===== config.mk =====
export PLATFORM = sky130hd
export DESIGN_NAME = sha256_stream_hasher
export DESIGN_NICKNAME = d
export VERILOG_FILES = /design/src/rtl/core/sha_pkg.sv /design/src/rtl/core/sha_engine.sv /design/src/rtl/core/sha256_stream_hasher.sv
export SDC_FILE = /design/constraint.sdc
export NUM_CORES = 2
export LEC_CHECK = 0
export ABC_CLOCK_PERIOD_IN_PS = 10100
export BUFFER_PORTS_ARGS = -buffer_cell sky130_fd_sc_hd__buf_2
export CORE_ASPECT_RATIO = 1.5
export CORE_MARGIN = 4
export CORE_UTILIZATION = 58
export CTS_BUF_LIST = sky130_fd_sc_hd__clkbuf_8
export DETAILED_ROUTE_END_ITERATION = 8
export PLACE_DENSITY_LB_ADDON = 0.05
export SETUP_SLACK_MARGIN = 0.4
export SLEW_MARGIN = 0
export SYNTH_ARGS = -nofsm -noshare
export SYNTH_HDL_FRONTEND = slang
export SYNTH_SLANG_ARGS = --single-unit

===== constraint.sdc =====
create_clock -name clk -period 10.1 [get_ports clk]
set_input_delay 1.01 -clock clk [delete_from_list [all_inputs] [get_ports clk]]
set_output_delay 1.01 -clock clk [all_outputs]
set_load 0.1 [all_outputs]

===== src/rtl/core/sha_pkg.sv =====
`timescale 1ns / 1ps
package sha_pkg;

  localparam int unsigned WordW = 32;
  localparam int unsigned NumRounds = 64;

  typedef logic [WordW-1:0] word_t;

  // Request from the front end to the compression engine.
  typedef struct packed {
    logic wr_en;
    logic [3:0] wr_addr;
    word_t wr_data;
    logic start;
  } sched_req_t;

  function automatic word_t ror32(input word_t v, input int unsigned amt);
    ror32 = (v >> amt) | (v << (WordW - amt));
  endfunction

  function automatic word_t round_const(input logic [5:0] r);
    word_t k;
    case (r)
      6'd0: k = 32'h428a2f98; 6'd1: k = 32'h71374491; 6'd2: k = 32'hb5c0fbcf;
      6'd3: k = 32'he9b5dba5; 6'd4: k = 32'h3956c25b; 6'd5: k = 32'h59f111f1;
      6'd6: k = 32'h923f82a4; 6'd7: k = 32'hab1c5ed5; 6'd8: k = 32'hd807aa98;
      6'd9: k = 32'h12835b01; 6'd10: k = 32'h243185be; 6'd11: k = 32'h550c7dc3;
      6'd12: k = 32'h72be5d74; 6'd13: k = 32'h80deb1fe; 6'd14: k = 32'h9bdc06a7;
      6'd15: k = 32'hc19bf174; 6'd16: k = 32'he49b69c1; 6'd17: k = 32'hefbe4786;
      6'd18: k = 32'h0fc19dc6; 6'd19: k = 32'h240ca1cc; 6'd20: k = 32'h2de92c6f;
      6'd21: k = 32'h4a7484aa; 6'd22: k = 32'h5cb0a9dc; 6'd23: k = 32'h76f988da;
      6'd24: k = 32'h983e5152; 6'd25: k = 32'ha831c66d; 6'd26: k = 32'hb00327c8;
      6'd27: k = 32'hbf597fc7; 6'd28: k = 32'hc6e00bf3; 6'd29: k = 32'hd5a79147;
      6'd30: k = 32'h06ca6351; 6'd31: k = 32'h14292967; 6'd32: k = 32'h27b70a85;
      6'd33: k = 32'h2e1b2138; 6'd34: k = 32'h4d2c6dfc; 6'd35: k = 32'h53380d13;
      6'd36: k = 32'h650a7354; 6'd37: k = 32'h766a0abb; 6'd38: k = 32'h81c2c92e;
      6'd39: k = 32'h92722c85; 6'd40: k = 32'ha2bfe8a1; 6'd41: k = 32'ha81a664b;
      6'd42: k = 32'hc24b8b70; 6'd43: k = 32'hc76c51a3; 6'd44: k = 32'hd192e819;
      6'd45: k = 32'hd6990624; 6'd46: k = 32'hf40e3585; 6'd47: k = 32'h106aa070;
      6'd48: k = 32'h19a4c116; 6'd49: k = 32'h1e376c08; 6'd50: k = 32'h2748774c;
      6'd51: k = 32'h34b0bcb5; 6'd52: k = 32'h391c0cb3; 6'd53: k = 32'h4ed8aa4a;
      6'd54: k = 32'h5b9cca4f; 6'd55: k = 32'h682e6ff3; 6'd56: k = 32'h748f82ee;
      6'd57: k = 32'h78a5636f; 6'd58: k = 32'h84c87814; 6'd59: k = 32'h8cc70208;
      6'd60: k = 32'h90befffa; 6'd61: k = 32'ha4506ceb; 6'd62: k = 32'hbef9a3f7;
      default: k = 32'hc67178f2;
    endcase
    round_const = k;
  endfunction

  function automatic word_t init_hash(input logic [2:0] i);
    word_t h;
    case (i)
      3'd0: h = 32'h6a09e667; 3'd1: h = 32'hbb67ae85;
      3'd2: h = 32'h3c6ef372; 3'd3: h = 32'ha54ff53a;
      3'd4: h = 32'h510e527f; 3'd5: h = 32'h9b05688c;
      3'd6: h = 32'h1f83d9ab; default: h = 32'h5be0cd19;
    endcase
    init_hash = h;
  endfunction

endpackage


===== src/rtl/core/sha_engine.sv =====
`timescale 1ns / 1ps
module sha_engine
  import sha_pkg::*;
(
  input  logic       clk,
  input  logic       rst_n,
  input  sched_req_t req,
  input  logic       chain_reset,
  input  logic [2:0] chain_idx,
  output word_t      chain_word,
  output logic       busy
);

  // Message schedule lives in a 16-entry memory, rewritten in place during rounds.
  word_t sched_mem [16];
  word_t chain_r [8];
  word_t va_r, vb_r, vc_r, vd_r, ve_r, vf_r, vg_r, vh_r;

  typedef enum logic [2:0] {
    E_IDLE, E_RD15, E_RD2, E_RD7, E_RD16, E_ROUND, E_FOLD
  } eng_state_t;

  eng_state_t state_r;
  logic [5:0] rnd_r;
  logic [3:0] rd_addr;
  word_t rd_data_r;
  word_t x15_r, x2_r, x7_r;
  logic sw_en;
  logic [3:0] sw_addr;
  word_t sw_data;
  word_t wv, s0, s1, big0, big1, ch, maj, t1, t2;
  logic [3:0] slot;

  assign slot = rnd_r[3:0];
  assign busy = (state_r != E_IDLE);
  assign chain_word = chain_r[chain_idx];

  // Per round: read W[r+1], W[r+14], W[r+9], W[r] then do the round; rounds 0..15 read only W[r].
  always_comb begin
    case (state_r)
      E_RD15: rd_addr = slot + 4'd1;
      E_RD2: rd_addr = slot + 4'd14;
      E_RD7: rd_addr = slot + 4'd9;
      default: rd_addr = slot;
    endcase
  end

  always_comb begin
    s0 = ror32(x15_r, 7) ^ ror32(x15_r, 18) ^ (x15_r >> 3);
    s1 = ror32(x2_r, 17) ^ ror32(x2_r, 19) ^ (x2_r >> 10);
    wv = (rnd_r >= 6'd16) ? rd_data_r + s0 + x7_r + s1 : rd_data_r;
    big1 = ror32(ve_r, 6) ^ ror32(ve_r, 11) ^ ror32(ve_r, 25);
    ch = (ve_r & vf_r) ^ (~ve_r & vg_r);
    t1 = vh_r + big1 + ch + round_const(rnd_r) + wv;
    big0 = ror32(va_r, 2) ^ ror32(va_r, 13) ^ ror32(va_r, 22);
    maj = (va_r & vb_r) ^ (va_r & vc_r) ^ (vb_r & vc_r);
    t2 = big0 + maj;
    sw_en = req.wr_en;
    sw_addr = req.wr_addr;
    sw_data = req.wr_data;
    if (state_r == E_ROUND && rnd_r >= 6'd16) begin
      sw_en = 1'b1;
      sw_addr = slot;
      sw_data = wv;
    end
  end

  always_ff @(posedge clk) begin
    if (sw_en) begin
      sched_mem[sw_addr] <= sw_data;
    end
    rd_data_r <= sched_mem[rd_addr];
  end

  always_ff @(posedge clk) begin
    if (!rst_n) begin
      state_r <= E_IDLE;
      rnd_r <= '0;
      for (int i = 0; i < 8; i++) chain_r[i] <= init_hash(3'(i));
      {va_r, vb_r, vc_r, vd_r, ve_r, vf_r, vg_r, vh_r} <= '0;
    end else begin
      case (state_r)
        E_IDLE: begin
          if (chain_reset) begin
            for (int i = 0; i < 8; i++) chain_r[i] <= init_hash(3'(i));
          end
          if (req.start) begin
            {va_r, vb_r, vc_r, vd_r} <= {chain_r[0], chain_r[1], chain_r[2], chain_r[3]};
            {ve_r, vf_r, vg_r, vh_r} <= {chain_r[4], chain_r[5], chain_r[6], chain_r[7]};
            rnd_r <= '0;
            state_r <= E_RD16;
          end
        end
        E_RD15: state_r <= E_RD2;
        E_RD2: begin
          x15_r <= rd_data_r;
          state_r <= E_RD7;
        end
        E_RD7: begin
          x2_r <= rd_data_r;
          state_r <= E_RD16;
        end
        E_RD16: begin
          if (rnd_r >= 6'd16) x7_r <= rd_data_r;
          state_r <= E_ROUND;
        end
        E_ROUND: begin
          {vh_r, vg_r, vf_r, ve_r} <= {vg_r, vf_r, ve_r, vd_r + t1};
          {vd_r, vc_r, vb_r, va_r} <= {vc_r, vb_r, va_r, t1 + t2};
          rnd_r <= rnd_r + 6'd1;
          if (rnd_r == 6'(NumRounds - 1)) state_r <= E_FOLD;
          else if (rnd_r >= 6'd15) state_r <= E_RD15;
          else state_r <= E_RD16;
        end
        E_FOLD: begin
          chain_r[0] <= chain_r[0] + va_r; chain_r[1] <= chain_r[1] + vb_r;
          chain_r[2] <= chain_r[2] + vc_r; chain_r[3] <= chain_r[3] + vd_r;
          chain_r[4] <= chain_r[4] + ve_r; chain_r[5] <= chain_r[5] + vf_r;
          chain_r[6] <= chain_r[6] + vg_r; chain_r[7] <= chain_r[7] + vh_r;
          state_r <= E_IDLE;
        end
        default: state_r <= E_IDLE;
      endcase
    end
  end

endmodule


===== src/rtl/core/sha256_stream_hasher.sv =====
`timescale 1ns / 1ps
// SHA-256 hasher for a stream of big-endian 32-bit message words.
// Input channel: in_message_word, in_valid_bytes (0..4, below 4 only with
// in_last_word) and in_last_word, under in_valid / in_ready.
// Output channel: eight digest words per message, index 0..7, with
// out_digest_last on the eighth, under out_valid / out_ready.
// A word that does not fill a block is written into the schedule memory
// and leaves the input ready. The sixteenth word of a block starts the
// compression: 64 rounds from a 16-entry schedule memory with a registered
// read port, rounds 0..15 reading W[r] and rounds 16..63 W[r+1], W[r+14],
// W[r+9] and W[r], then a fold into the chaining value; meanwhile no
// request is taken. A last word adds one or two padding blocks; padding
// words are written one per cycle while no block is compressing. The
// digest then leaves one word per cycle while out_ready is high; a stall
// holds the current word and the next message waits until all eight are
// taken. After reset the chaining value holds the initial hash values and
// the bit count and word position are zero; the block is ready at once.
module sha256_stream_hasher
  import sha_pkg::*;
(
  input  logic        clk,
  input  logic        rst_n,
  input  logic        in_valid,
  output logic        in_ready,
  input  logic [31:0] in_message_word,
  input  logic [2:0]  in_valid_bytes,
  input  logic        in_last_word,
  output logic        out_valid,
  input  logic        out_ready,
  output logic [31:0] out_digest_word,
  output logic [2:0]  out_digest_index,
  output logic        out_digest_last
);

  typedef enum logic [2:0] {
    S_IDLE, S_PAD, S_LENHI, S_LENLO, S_WAIT, S_OUT
  } top_state_t;

  top_state_t state_r;
  logic [3:0] slot_r;
  logic [63:0] bits_r, bits_nxt;
  logic [2:0] oidx_r;
  logic pad_final_r;
  sched_req_t req;
  logic chain_reset;
  logic busy;
  word_t chain_word;
  word_t masked, padded;
  logic [2:0] nv;
  logic in_fire, out_fire, pushing;

  assign nv = (in_valid_bytes > 3'd4) ? 3'd4 : in_valid_bytes;
  assign in_ready = (state_r == S_IDLE) && !busy;
  assign in_fire = in_valid && in_ready;
  assign out_valid = (state_r == S_OUT);
  assign out_fire = out_valid && out_ready;
  assign out_digest_word = chain_word;
  assign out_digest_index = oidx_r;
  assign out_digest_last = (oidx_r == 3'd7);
  assign bits_nxt = bits_r + {58'd0, nv, 3'd0};

  always_comb begin
    case (nv)
      3'd0: begin masked = '0; padded = 32'h80000000; end
      3'd1: begin masked = {in_message_word[31:24], 24'd0};
                  padded = masked | 32'h00800000; end
      3'd2: begin masked = {in_message_word[31:16], 16'd0};
                  padded = masked | 32'h00008000; end
      3'd3: begin masked = {in_message_word[31:8], 8'd0};
                  padded = masked | 32'h00000080; end
      default: begin masked = in_message_word; padded = in_message_word; end
    endcase
  end

  always_comb begin
    req = '0;
    pushing = 1'b0;
    if (!busy) begin
      case (state_r)
        S_IDLE: if (in_fire) begin
          pushing = 1'b1;
          req.wr_data = (in_last_word && nv != 3'd4) ? padded : masked;
        end
        S_PAD: begin
          pushing = 1'b1;
          req.wr_data = pad_final_r ? 32'h80000000 : 32'h0;
        end
        S_LENHI: begin pushing = 1'b1; req.wr_data = bits_r[63:32]; end
        S_LENLO: begin pushing = 1'b1; req.wr_data = bits_r[31:0]; end
        default: pushing = 1'b0;
      endcase
    end
    req.wr_en = pushing;
    req.wr_addr = slot_r;
    req.start = pushing && (slot_r == 4'd15);
  end

  assign chain_reset = (state_r == S_OUT) && out_fire && out_digest_last;

  always_ff @(posedge clk) begin
    if (!rst_n) begin
      state_r <= S_IDLE;
      slot_r <= '0;
      bits_r <= '0;
      oidx_r <= '0;
      pad_final_r <= 1'b0;
    end else begin
      if (pushing) slot_r <= slot_r + 4'd1;
      case (state_r)
        S_IDLE: if (in_fire) begin
          bits_r <= bits_nxt;
          if (in_last_word) begin
            // A full last word needs a separate 0x80 word next.
            pad_final_r <= (nv == 3'd4);
            state_r <= (nv == 3'd4 || slot_r + 4'd1 != 4'd14) ? S_PAD : S_LENHI;
          end
        end
        S_PAD: if (!busy) begin
          pad_final_r <= 1'b0;
          if (slot_r + 4'd1 == 4'd14) state_r <= S_LENHI;
        end
        S_LENHI: if (!busy) state_r <= S_LENLO;
        S_LENLO: if (!busy) state_r <= S_WAIT;
        S_WAIT: if (!busy) begin
          oidx_r <= '0;
          state_r <= S_OUT;
        end
        S_OUT: if (out_fire) begin
          oidx_r <= oidx_r + 3'd1;
          if (out_digest_last) begin
            bits_r <= '0;
            slot_r <= '0;
            state_r <= S_IDLE;
          end
        end
        default: state_r <= S_IDLE;
      endcase
    end
  end

  sha_engine u_engine (
    .clk(clk),
    .rst_n(rst_n),
    .req(req),
    .chain_reset(chain_reset),
    .chain_idx(oidx_r),
    .chain_word(chain_word),
    .busy(busy)
  );

  a_no_in_when_out: assert property (@(posedge clk) disable iff (!rst_n)
    out_valid |-> !in_ready) else $error("input taken during digest output");
  a_out_not_busy: assert property (@(posedge clk) disable iff (!rst_n)
    out_valid |-> !busy) else $error("digest shown while compressing");
  a_idx_step: assert property (@(posedge clk) disable iff (!rst_n)
    (out_fire && !out_digest_last) |=> (out_valid && out_digest_index == $past(oidx_r) + 3'd1))
    else $error("digest index did not advance");
  a_restart: assert property (@(posedge clk) disable iff (!rst_n)
    (out_fire && out_digest_last) |=> (slot_r == 4'd0 && bits_r == 64'd0))
    else $error("state not cleared after digest");

endmodule


==> Yosys cells after proc, flatten, opt, wreduce, memory -nomap -nowiden <==
Memories as Yosys holds them, arrays and structs flattened. A register that Yosys moved wholly into a read port is not among the register bits.
Cells that the tools add are included.
{ "word_totals": {"register_bits": 436, "mem_count": 3, "rom_bits": 2048, "word_cells": 276, "out_inout_bits": 38, "in_bits": 40, "ramBits": 768} }
{ "classes": {"mux": 126, "reduce_logical": 27, "bitwise_logic": 43, "n_lt_le_gt_ge": 3, "eq_ne": 31, "add_sub_neg": 25} }
{ "mem_list": {"columns": ["memory", "depth", "word_bits", "read_ports", "rd_ports_with_merged_regs", "write_ports", "line_no", "source"], "rows": [
  ["(no name shown)", 64, 32, 1, 1, 0, "sha_pkg.sv:23", "case (r)"],
  ["u_engine.sched_mem", 16, 32, 1, 1, 1, "sha_engine.sv:15", "word_t sched_mem [16];"],
  ["u_engine.chain_r", 8, 32, 9, 1, 8, "sha_engine.sv:16", "word_t chain_r [8];"]
]} }
{ "op_table": {"columns": ["operator", "count"], "rows": [
  ["2-to-1 mux 32 bit", 62],
  ["adder 32 bit", 18],
  ["case mux 32 bit (2 select lines)", 8],
  ["case mux 32 bit (4 select lines)", 3],
  ["XOR 32 bit", 9],
  ["2-to-1 mux 64 bit", 3],
  ["bitwise AND 32 bit", 5],
  ["case mux 64 bit (2 select lines)", 1],
  ["adder 64 x 6 -> 64 bit", 1],
  ["2-to-1 mux 3 bit", 17],
  ["case mux 3 bit (6 select lines)", 2],
  ["NOT 32 bit", 1],
  ["bitwise OR 10 x 32 -> 32 bit", 1],
  ["bitwise OR 13 x 32 -> 32 bit", 1],
  ["bitwise OR 14 x 32 -> 32 bit", 1],
  ["bitwise OR 15 x 32 -> 32 bit", 1],
  ["bitwise OR 19 x 32 -> 32 bit", 1],
  ["bitwise OR 21 x 32 -> 32 bit", 1],
  ["bitwise OR 25 x 32 -> 32 bit", 1],
  ["bitwise OR 26 x 32 -> 32 bit", 1],
  ["bitwise OR 30 x 32 -> 32 bit", 1],
  ["bitwise OR 7 x 32 -> 32 bit", 1],
  ["XOR 32 x 22 -> 32 bit", 1],
  ["XOR 32 x 29 -> 32 bit", 1],
  ["other kinds (36)", 113]
]} }

==> Logic depth before layout (Yosys ltp) <==
{ "depth": {"word_depth": 12, "depth_mapped": 47, "mapped_depth_nobuf": 47} }

==> By module <==
From an unflattened synthesis, not the netlist that was laid out.
{ "unflattened": {"hier_cells": 7605, "hier_area_um2": 78435.2} }
{ "modules_own_cells": {"columns": ["module", "seq_area_each_um2", "area_each_um2", "cells_per_inst", "instances"], "rows": [
  ["sha_engine", 32210.9, 74123.6, 7051, 1],
  ["sha256_stream_hasher", 1441.4, 4311.6, 554, 1]
]} }

==> Worst setup path after synthesis <==
Ideal clock, no wire load.
{ "synth_timing": {"path_kind": "reg-to-reg", "startpoint": "reg u_engine.x15_r[8]", "endpoint": "reg u_engine.va_r[31]", "t_arrival_ps": 9222, "stages_incl_launch_ff": 45, "period_less_slack_ps": 9337, "required_time_ps": 9985, "setup_time_ps": 115, "path_buffers": 0, "slack_ps": 763, "cell_sequence": "edfxtp_1 xnor2_1 xnor2_1 fa_1 inv_1 fa_1 inv_1 ha_1 fa_1 a211oi_1 nor3_1 o31ai_1 a21oi_1 o21a_1 o21a_1 o21ai_0 a21oi_1 o41ai_1 [... 9 more ...] o21ai_0 nand3_1 and2_1 xor2_1 inv_1 fa_1 inv_1 ha_1 a21o_1 a21o_1 a21oi_1 o2111ai_1 a41oi_1 o21ai_0 xnor2_1 xnor2_1 a21oi_1 nor2b_1"} }
{ "synth_via": {"elab_chain_len": 10, "elab_cells_between_ends": 11, "cone_classes": "5 x add/sub; 2 x mux; 4 x bitwise"} }
{ "synth_lines": {"columns": ["item", "line_no", "source"], "rows": [
  ["start: declaration", "sha_engine.sv:27", "word_t x15_r, x2_r, x7_r;"],
  ["start signal: assignment", "sha_engine.sv:96", "x15_r <= rd_data_r;"],
  ["bitwise OR 25 x 32 -> 32 bit or bitwise OR 14 x 32 -> 32 bit (tied branches)", "sha_pkg.sv:18", "ror32 = (v >> amt) | (v << (WordW - amt));"],
  ["XOR 32 bit", "sha_engine.sv:49", "s0 = ror32(x15_r, 7) ^ ror32(x15_r, 18) ^ (x15_r >> 3);"],
  ["XOR 32 x 29 -> 32 bit (*)", "sha_engine.sv:49", null],
  ["adder 32 bit (*) (3 in series)", "sha_engine.sv:51", "wv = (rnd_r >= 6'd16) ? rd_data_r + s0 + x7_r + s1 : rd_data_r;"],
  ["2-to-1 mux 32 bit (*)", "sha_engine.sv:51", null],
  ["adder 32 bit (*)", "sha_engine.sv:54", "t1 = vh_r + big1 + ch + round_const(rnd_r) + wv;"],
  ["adder 32 bit (*)", "sha_engine.sv:109", "{vd_r, vc_r, vb_r, va_r} <= {vc_r, vb_r, va_r, t1 + t2};"],
  ["case mux 32 bit (2 select lines) (*)", "sha_engine.sv:82", "case (state_r)"],
  ["end signal: assignment", "sha_engine.sv:88", "{va_r, vb_r, vc_r, vd_r} <= {chain_r[0], chain_r[1], chain_r[2], chain_r[3]};"],
  ["end signal: assignment", "sha_engine.sv:109", null],
  ["end: declaration", "sha_engine.sv:17", "word_t va_r, vb_r, vc_r, vd_r, ve_r, vf_r, vg_r, vh_r;"]
]} }
Every way passes the cells marked *; elsewhere a longest branch is shown, timed or not.
A chain may end at the register's enable or synchronous reset.

==> Worst setup path in the final report <==
{ "layout_timing": {"startpoint": "reg u_engine.x2_r[21]", "endpoint": "reg u_engine.va_r[29]"} }
{ "layout_via": {"elab_chain_len": 8, "elab_cells_between_ends": 9, "cone_classes": "3 x add/sub; 2 x mux; 4 x bitwise"} }
{ "layout_lines": {"columns": ["item", "line_no", "source"], "rows": [
  ["start: declaration", "sha_engine.sv:27", null],
  ["start signal: assignment", "sha_engine.sv:100", "x2_r <= rd_data_r;"],
  ["bitwise OR 13 x 32 -> 32 bit or bitwise OR 15 x 32 -> 32 bit (tied branches)", "sha_pkg.sv:18", null],
  ["XOR 32 bit", "sha_engine.sv:50", "s1 = ror32(x2_r, 17) ^ ror32(x2_r, 19) ^ (x2_r >> 10);"],
  ["XOR 32 x 22 -> 32 bit (*)", "sha_engine.sv:50", null],
  ["adder 32 bit (*)", "sha_engine.sv:51", null],
  ["2-to-1 mux 32 bit (*)", "sha_engine.sv:51", null],
  ["adder 32 bit (*)", "sha_engine.sv:54", null],
  ["adder 32 bit (*)", "sha_engine.sv:109", null],
  ["case mux 32 bit (2 select lines) (*)", "sha_engine.sv:82", null]
]} }
Marked as above.

==> key figures <==
Run status
  – Status: finished, violations left
  – Failing checks: DRC

CTS
  – Clock latency at the later pin of the worst-skew pair: 980 ps
  – Buffer levels on the longest clock path: 3
  – Total CTS buffers: between 150 and 200
  – CTS tree: built
  – Clock slew at reported path FFs: 70 ps
  – Root Driver: clkbuf_8
  – CTS hold repair buffers: 0
  – Clk sinks: roughly 1300
  – H-tree levels: 4

STA
  – Max Fclk: 103.0 MHz
  – Period Utilization, post-route: 0.9615
  – Final setup vio count: 0
  – Actual slew at the worst max-slew pin: 1325 ps
  – RSZ-0062 raised after global routing: true
  – Final hold viol count: 0
  – Skew final: about 57 ps
  – Slew HR: 0.1164
  – Setup TNS: 0 ps
  – Count of pins over their slew limit: 0
  – Period minus WS final: 9711 ps

Floorplanning
  – I/O pin cnt: 78
  – Core ar.: 0.1332 mm2
  – Initial Util: 0.5841
  – Die Width: 307.0 um
  – Die area: 0.1402 mm2
  – Row count: 164
  – Die H: 456.5 um

Detailed routing
  – Initial DRC count: between 5000 and 6000
  – Drt via density: 6.421
  – Drt wl/cell: around 28 um
  – Overall routed net length: 260.8 mm
  – First-pass DRT Iterations: 9
  – DR vias: just over 60000
  – Routed Antenna Nets: 0
  – Post-route DRC violation count: 1

Synthesis
  – Synth Register Bits: 1268
  – Post-synth top flop: edfxtp_1
  – Post-synthesis sequential area ratio: 0.4334
  – Cell count after synthesis: 7351
  – Synth top area cells: edfxtp_1, dfxtp_1, ha_1
  – Share of the synthesized area in the top cell type: 0.3212
  – Syn Nets: 7985
  – Post-synth ARST share: 0
  – Cell taking the most area after synthesis: edfxtp_1
  – Post-synth cell types: 96
  – Mean Syn Cell Area: 10.58 um2
  – YS warnings: 0
  – Netlist Area Pre-Place: ~0.078 mm2
  – Post-synth EDFFs: 832

Min path
  – Min-delay src: rst_n
  – WHS Endpoint: u_engine.state_r[2]
  – Hold Path Depth: 3
  – Worst min path class: primary input to flip-flop

Critical path
  – Slowest Stage Delay on Critical Path: approximately 570 ps
  – Worst r2r dst: u_engine.va_r[29]
  – R2r startpoint: u_engine.x2_r[21]
  – CP max stage cell: fa_1
  – R2R Setup Slk: ~390 ps
  – Worst path most repeated cell: buf_4
  – Crit-path max FO: 3
  – Setup crit end kind: flip-flop
  – R2r worst-path depth: 48
  – WP data arrival: 10580 ps
  – Startpoint types: flip-flop
  – Worst setup path category: flip-flop to flip-flop
  – CP required: 10970 ps

Global routing
  – Global-route wire length before repair: approximately 380 mm
  – Pin count of the biggest net entering global routing: 108
  – Grt ovf: 0
  – Gr usage total: 0.3664
  – Vias in the first global route: 61262
  – Initial antenna violation count: 7

Power and ir drop
  – Peak supply drop: 0.0002585 V
  – PwrDens: 191.7 mW/mm2
  – P_leak: 34.04 nW

Cells and area
  – Layout cell share with drive strength beyond 1: 0.1412
  – Final nets: 8172
  – Core Util, Final: 0.6503
  – Area Overhead vs Synth: 11.34%

Placed design
  – DPL Wire Length: ~190 mm
  – Final GP Congestion: between 1 and 1.5
  – I/O Buffers: 77

Flow run
  – MaxCap Viol Count: 0
-- sequential cells by signal (all words and copies together) (netlist names), 4 cells and up, named ones only --
| register | cells |
|---|---|
| u_engine.vh_r | 32 |
| u_engine.rd_data_r | 32 |
| u_engine.vf_r | 32 |
| u_engine.vb_r | 32 |
| u_engine.sched_mem | 512 |
| slot_r | 4 |
| u_engine.x2_r | 32 |
| u_engine.vd_r | 32 |
| u_engine.ve_r | 32 |
| u_engine.chain_r | 256 |
| u_engine.va_r | 32 |
| u_engine.vg_r | 32 |
| u_engine.vc_r | 32 |
| u_engine.x7_r | 32 |
| bits_r | 61 |
| u_engine.rnd_r | 6 |
| u_engine.x15_r | 32 |
-- power by group --
part           leakage [nW]  internal, mW  switching [mW]  total [mW]
clock network          2.49          2.49            2.25        4.74
registers              11.0          5.85           0.268        6.12
logic                  20.5          2.43            3.30        5.73
total                  34.0          10.8            5.82        16.6
-- placed cells by master, fill, tap and decap left out, types with 195 or more instances in the layout --
| master | n |
|---|---|
| fa_1 | 195 |
| clkbuf_8 | 228 |
| xor2_1 | 238 |
| nor2_1 | 615 |
| ha_1 | 382 |
| buf_4 | 299 |
| a21o_1 | 203 |
| dfxtp_1 | 433 |
| edfxtp_1 | 832 |
| xnor2_1 | 347 |
| a21oi_1 | 387 |
| nand2_1 | 593 |
| o21ai_0 | 327 |
| inv_1 | 479 |
-- through the flow --
stage | power [mW] | setup WS [ps] | hold slack, ps | cell area [um2] | instances
after detailed placement | 11.35 | -441.5 | 484.0 | 81270 | 9053
after CTS | 16.23 | 378.4 | 319.4 | 85850 | 9434
after floorplan | 9.269 | 762.7 | 442.9 | 77790 | 7351
after global placement | 11.29 | -370.3 | 474.4 | 81270 | 9053
after global routing | 17.38 | -75.50 | 386.0 | 86610 | 9474
final | 16.60 | 388.9 | 417.1 | 86610 | 9474
-- critical path: cells and delay by family (launching register included) --
kind,cells,cell delay (ps)
AO/OA/AOI/OAI,16,2840
XOR/XNOR,5,910
adder cells (fa/ha/maj),8,3150
buffers and inverters,13,1550
flip-flops,1,490
AND/OR/NAND/NOR,6,660
-- cells by family after synthesis --
| kind of cell | after synthesis | share of synthesized area |
|---|---|---|
| flip-flops | 1268 | 0.4334 |
| AND/OR/NAND/NOR | 1878 | 0.1097 |
| multiplexers | 309 | 0.07118 |
| XOR/XNOR | 607 | 0.06834 |
| adder cells (fa/ha/maj) | 599 | 0.1151 |
| AO/OA/AOI/OAI | 1876 | 0.1624 |
| buffers and inverters | 814 | 0.03989 |
-- per-layer routing --
layer / track usage / up-vias / wire length (um)
met5: 0 / - / 14
met4: 0.2898 / 2 / 24520
met3: 0.04917 / 844 / 14860
met2: 0.6406 / 2539 / 131200
met1: 0.3994 / 30150 / 90220
li1: - / 27302 / -
-- worst max-delay path by stage --
stage                        end               from  slack (ps)  depth (start not counted)
2_1_floorplan  u_engine.va_r[31]  u_engine.x15_r[8]         760                         44
3_3_place_gp   u_engine.va_r[31]  u_engine.x2_r[19]        -370                         46
3_5_place_dp   u_engine.va_r[31]  u_engine.x2_r[19]        -440                         46
4_1_cts        u_engine.va_r[31]  u_engine.x2_r[19]         380                         48
5_1_grt        u_engine.va_r[31]  u_engine.x2_r[18]         -80                         48
6_report       u_engine.va_r[29]  u_engine.x2_r[21]         390                         48
-- cells in the mapped netlist (30+ instances only) --
cell and n:
edfxtp_1 832, nor2_1 640, nand2_1 597, dfxtp_1 436, inv_1 415, a21oi_1 410
ha_1 398, xnor2_1 360, o21ai_0 346, clkbuf_1 329, xor2_1 247, a21o_1 203
fa_1 196, mux4_2 192, nand3_1 138, a21boi_0 125, a22oi_1 111, o221ai_1 104
nor3_1 96, nor2b_1 90, a211oi_1 89, mux2i_1 84, nand2b_1 65, o21a_1 61
o22ai_1 46, or3_1 46, and3_1 45, buf_1 44, o211ai_1 40, o21bai_1 40
o211a_1 37, a31oi_1 36, mux2_2 33, and2_1 30
-- cell type report --
cell class	instances	area (um2)
clock buffer	228	3138
timing repair buffer	383	2735
fill	10549	46570
inverter	418	1574
sequential	1268	33720
multi-input combinational	5269	42020
clock inverter	147	1194
tap	1743	2181
antenna	18	45.04
-- repair_timing --
item,CTS,global route
gates resized for setup,48,110
buffers inserted,6,20
pin swaps,17,54
gates cloned,0,0
endpoints found under the setup margin,16,20
Power figures use the tool's default switching activity.
